==> src/rtl/core/olist_pkg.sv <==
// Shared types for the ordered list engine: command and status codes and the
// control word broadcast from the top level to every list cell.
// No dependencies.
package olist_pkg;

    typedef enum logic [2:0] {
        CMD_INS_HEAD = 3'd0,
        CMD_INS_TAIL = 3'd1,
        CMD_INS_AT   = 3'd2,
        CMD_UPDATE   = 3'd3,
        CMD_DELETE   = 3'd4,
        CMD_SEARCH   = 3'd5
    } t_cmd;

    typedef enum logic [1:0] {
        ST_OK   = 2'd0,
        ST_OOB  = 2'd1,
        ST_FULL = 2'd2
    } t_status;

    typedef enum logic [1:0] {
        OP_NONE   = 2'd0,
        OP_INSERT = 2'd1,
        OP_UPDATE = 2'd2,
        OP_DELETE = 2'd3
    } t_op;

    typedef struct packed {
        t_op         op;
        logic        cmp_en;
        logic [31:0] value;
    } t_cell_ctl;

endpackage

==> src/rtl/core/olist_cell.sv <==
// One list cell: holds one entry, shifts with its neighbors on insert and
// delete, and registers a compare against the broadcast value.
// Depends on olist_pkg.
module olist_cell #(
    parameter int IDX = 0,
    parameter int CW  = 7
) (
    input  logic                  i_clk,
    input  olist_pkg::t_cell_ctl  i_ctl,
    input  logic [CW-1:0]         i_pos,
    input  logic [CW-1:0]         i_count,
    input  logic [31:0]           i_left,
    input  logic [31:0]           i_right,
    output logic [31:0]           o_data,
    output logic                  o_match
);
    import olist_pkg::*;

    localparam logic [CW-1:0] IDX_C = CW'(IDX);

    logic [31:0] r_data;
    logic [31:0] n_data;
    logic        r_match;

    always_comb begin
        n_data = r_data;
        case (i_ctl.op)
            OP_INSERT: begin
                if (IDX_C == i_pos) begin
                    n_data = i_ctl.value;
                end else if (IDX_C > i_pos) begin
                    n_data = i_left;
                end
            end
            OP_UPDATE: begin
                if (IDX_C == i_pos) begin
                    n_data = i_ctl.value;
                end
            end
            OP_DELETE: begin
                // close the gap: take the entry from the right neighbor
                if (IDX_C >= i_pos) begin
                    n_data = i_right;
                end
            end
            default: begin
                n_data = r_data;
            end
        endcase
    end

    always_ff @(posedge i_clk) begin
        r_data <= n_data;
        if (i_ctl.cmp_en) begin
            r_match <= (IDX_C < i_count) && (r_data == i_ctl.value);
        end
    end

    assign o_data  = r_data;
    assign o_match = r_match;

endmodule
==> config.mk <==
export PLATFORM = sky130hd
export DESIGN_NAME = olist_cell
export DESIGN_NICKNAME = d
export VERILOG_FILES = /design/src/rtl/core/olist_pkg.sv /design/src/rtl/core/olist_cell.sv
export SDC_FILE = /design/constraint.sdc
export NUM_CORES = 1
export LEC_CHECK = 0
export BUFFER_PORTS_ARGS = -buffer_cell sky130_fd_sc_hd__buf_2
export CAP_MARGIN = 25
export CORE_MARGIN = 4
export CORE_UTILIZATION = 48
export CTS_BUF_LIST = sky130_fd_sc_hd__clkbuf_4
export DETAILED_ROUTE_END_ITERATION = 6
export PLACE_DENSITY = 0.91
export SLEW_MARGIN = 25
export SYNTH_ARGS = -nofsm -noshare
export SYNTH_HDL_FRONTEND = slang
export SYNTH_SLANG_ARGS = --single-unit
export TNS_END_PERCENT = 10
==> constraint.sdc <==
create_clock -name i_clk -period 6.47 [get_ports i_clk]
set_clock_uncertainty 0.15 [all_clocks]
set_input_delay 0.3235 -clock i_clk [delete_from_list [all_inputs] [get_ports i_clk]]
set_output_delay 0.3235 -clock i_clk [all_outputs]
set_load 0.01 [all_outputs]
==> summary.txt <==
Global routing
  – Largest net degree at the start of global routing: 36
  – First-pass GRT wire length: ~9400 um
  – GR Util All Layers: between 10% and 20%
  – Gr busiest metal: met2
  – Met1 Use GR: 22.16%
  – Number of global-route vias before repair: just over 2000
  – Grt met2 use: a little over a third
  – Total gr overflow: 0
  – Routing usage on met3: 5.442%
  – Initial antenna violation count: 0

Logic synthesis
  – Post-synth top area cell: edfxtp_1
  – Sequential share of the synthesized area: 41.06%
  – Most area-consuming cells after synthesis: edfxtp_1 (41%), mux2i_1 (39%), xor2_1 (10%), nor4_1 (2.1%), xnor2_1 (1.5%)
  – Synth top cells by count: mux2i_1 (94), edfxtp_1 (33), xor2_1 (28), nor4_1 (8), buf_2 (5)
  – Syn Area/Cell: approximately 13 um2
  – Mapped Cells: 191
  – Post-synthesis cell area: 2414 um2
  – Top-count cell post-synth: mux2i_1
  – Post-synth EDFFs: 33
  – Post-synth ARST share: 0%
  – Yosys reg bits: 33
  – Primary FF master, synth: edfxtp_1
  – Synth warn: 0
  – Synth cell types: 18
  – Mapped Nets: slightly above 300
  – Post-synth top area share: 41.06%

Timing
  – Final Slew Violations: 0
  – Period minus WS final: 2275 ps
  – Final Setup Violations: 0
  – Worst relative slew slack: 32.58%
  – Tightest Pin Transition: a little over 1000 ps
  – Period utilisation layout: 35.16%
  – Hold Vio Cnt, Final: 0
  – RSZ-0062 raised after global routing: false
  – Sum of negative setup slack: 0 ps
  – Max frequency: 439.6 MHz
  – Hold_ws: 64.38 ps
  – Final setup margin: about 4200 ps

Clock tree
  – Clock transition at path regs: 90 ps
  – Hold Buf Count CTS: 0
  – CTS tree: built
  – Worst skew pair latency: about 320 ps
  – CTS root buffer: clkbuf_4
  – Post-CTS Setup Bufs: 0
  – Clk buf depth: 2
  – CTS Buf Count: 5
  – Post_cts resized: 0
  – CTS sink count: 33
  – H-Tree Depth: 2

Floorplan
  – # rows: 25
  – Chip width: 78.91 um
  – Core Box Area: 4786 um2
  – Die height: 78.91 um
  – Initial core utilization: 50.43%
  – Area of the die: 6227 um2
  – I/O Pins: 147

Worst hold path
  – HP Start: i_ctl[32]
  – Hold path depth: 1
  – Hold Path Class: in2reg

Placed design
  – Post-Place Cell Area: 3177 um2
  – Pre-CTS setup slack: 3556 ps
  – Dpl cells: between 300 and 400
  – IO buf count: 146
  – Gpl congestion: 0.7123
  – Post-detail-place hpwl: approximately 5000 um

Worst setup path
  – CP arrival: slightly above 2000 ps
  – Worst setup path startpoint: i_pos[3]
  – Setup CP Type: in2reg
  – Crit path launch type: input pin
  – Critical path required time: 6260 ps
  – Crit. End Element: register
  – Worst Path Max Fanout: 34
  – Reg2Reg Depth: 4
  – Worst R2R Start: o_data[8]

Power
  – Reg power frac: a little over half
  – Worst VDD drop: just under 0.00007 V
  – Pwr dens: around 140 nW/um2
  – Leakage power: 1.759 nW
  – Combinational share of power: 22.7%
  – Pint: 0.3383 mW
  – Clock Power Share: 24.2%
  – Switch Pwr: about 0.11 mW
  – Sw Share: 25.05%

Finish
  – Area occupied by multi-input gates: 1376 um2
  – Sequential cell area: 991.0 um2
  – Layout cells sized above 1: 46.85%
  – Nets@finish: 447
  – Fin area: 3231 um2
  – Fillers: 387
  – N_diodes: 0
  – Syn-to-layout area delta: 33.85%
  – Fin cells: 400

Flow run
  – Max-cap violations: 0

Outcome
  – Status: finished, final reports clean

Detailed routing
  – Number of DRC markers in iteration 0: 66
  – Vias post-DR: approximately 2100
  – Via-to-Cell Ratio: 5.208
  – DRC viols: 0
  – DR pass1 iterations: 4
  – DRT antenna net count: 0
  – Total Routed Length: 6409 um
  – Wire per inst: between 15 and 20 um
metrics by stage:
stage | utilization [%] | total power [mW]
floorplan | - | 0.2967
global placement | 66.38 | 0.3442
detailed placement | 66.38 | 0.3477
CTS | 67.40 | 0.4548
global route | 67.50 | 0.4771
finish | 67.50 | 0.4513
state kept, by name (all words and copies together) (netlist names):
name	cells
o_match	1
o_data	32
routing by layer:
layer | part of all wire [%] | up-vias
met1 | 40 | 971
met4 | 0.37 | 0
li1 | - | 1014
met2 | 51 | 94
met3 | 9.2 | 4
met5 | 0 | -
final timing paths:
kind	end	slack, ps
worst max register to register	o_match	4680
worst min register to register	o_match	630
worst max-delay path	o_data[25]	4200
worst min-delay path	o_match	60
cells in the final DEF, fill, tap and decap left out:
| cell type | count |
|---|---|
| buf_2 | 146 |
| a211o_1 | 1 |
| nor4_1 | 8 |
| xnor2_1 | 4 |
| mux2i_1 | 94 |
| nor3_1 | 2 |
| nor2_4 | 1 |
| nor2_1 | 1 |
| nor4_2 | 1 |
| nand4_1 | 2 |
| edfxtp_1 | 33 |
| nand3_1 | 1 |
| nand2_4 | 1 |
| a2111oi_2 | 1 |
| clkinv_1 | 1 |
| and3b_1 | 1 |
| and3_1 | 1 |
| xor2_1 | 28 |
| clkbuf_4 | 6 |
logic make-up (layout without fill, tap and decap cells):
kind of cell           Yosys count  after routing  synth area share [%]
AO/OA/AOI/OAI                    2              2                0.9849
buffers and inverters           11            153                 2.436
flip-flops                      33             33                 41.06
AND/OR/NAND/NOR                 19             19                 4.925
XOR/XNOR                        32             32                 11.61
multiplexers                    94             94                 38.98
worst max-delay path: stages:
cell	delay, ps
buf_2	100
nor4_2	350
nand2_4	400
nor2_4	860
power by group through the flow:
| stage | clock network (mW) | logic, mW | registers (mW) |
|---|---|---|---|
| floorplan | 0 | 0.0516 | 0.245 |
| global placement | 0 | 0.0996 | 0.245 |
| detailed placement | 0 | 0.103 | 0.245 |
| CTS | 0.112 | 0.103 | 0.240 |
| global route | 0.125 | 0.112 | 0.240 |
| finish | 0.109 | 0.102 | 0.240 |
cell type report:
type                            instances  share of cell area (%)
Multi-Input combinational cell        147                   42.60
Clock inverter                          1                  0.1162
Sequential cell                        33                   30.67
Clock buffer                            6                   1.394
Tap cell                               67                   2.595
Timing Repair Buffer                  146                   22.62
Power figures use the tool's default switching activity.
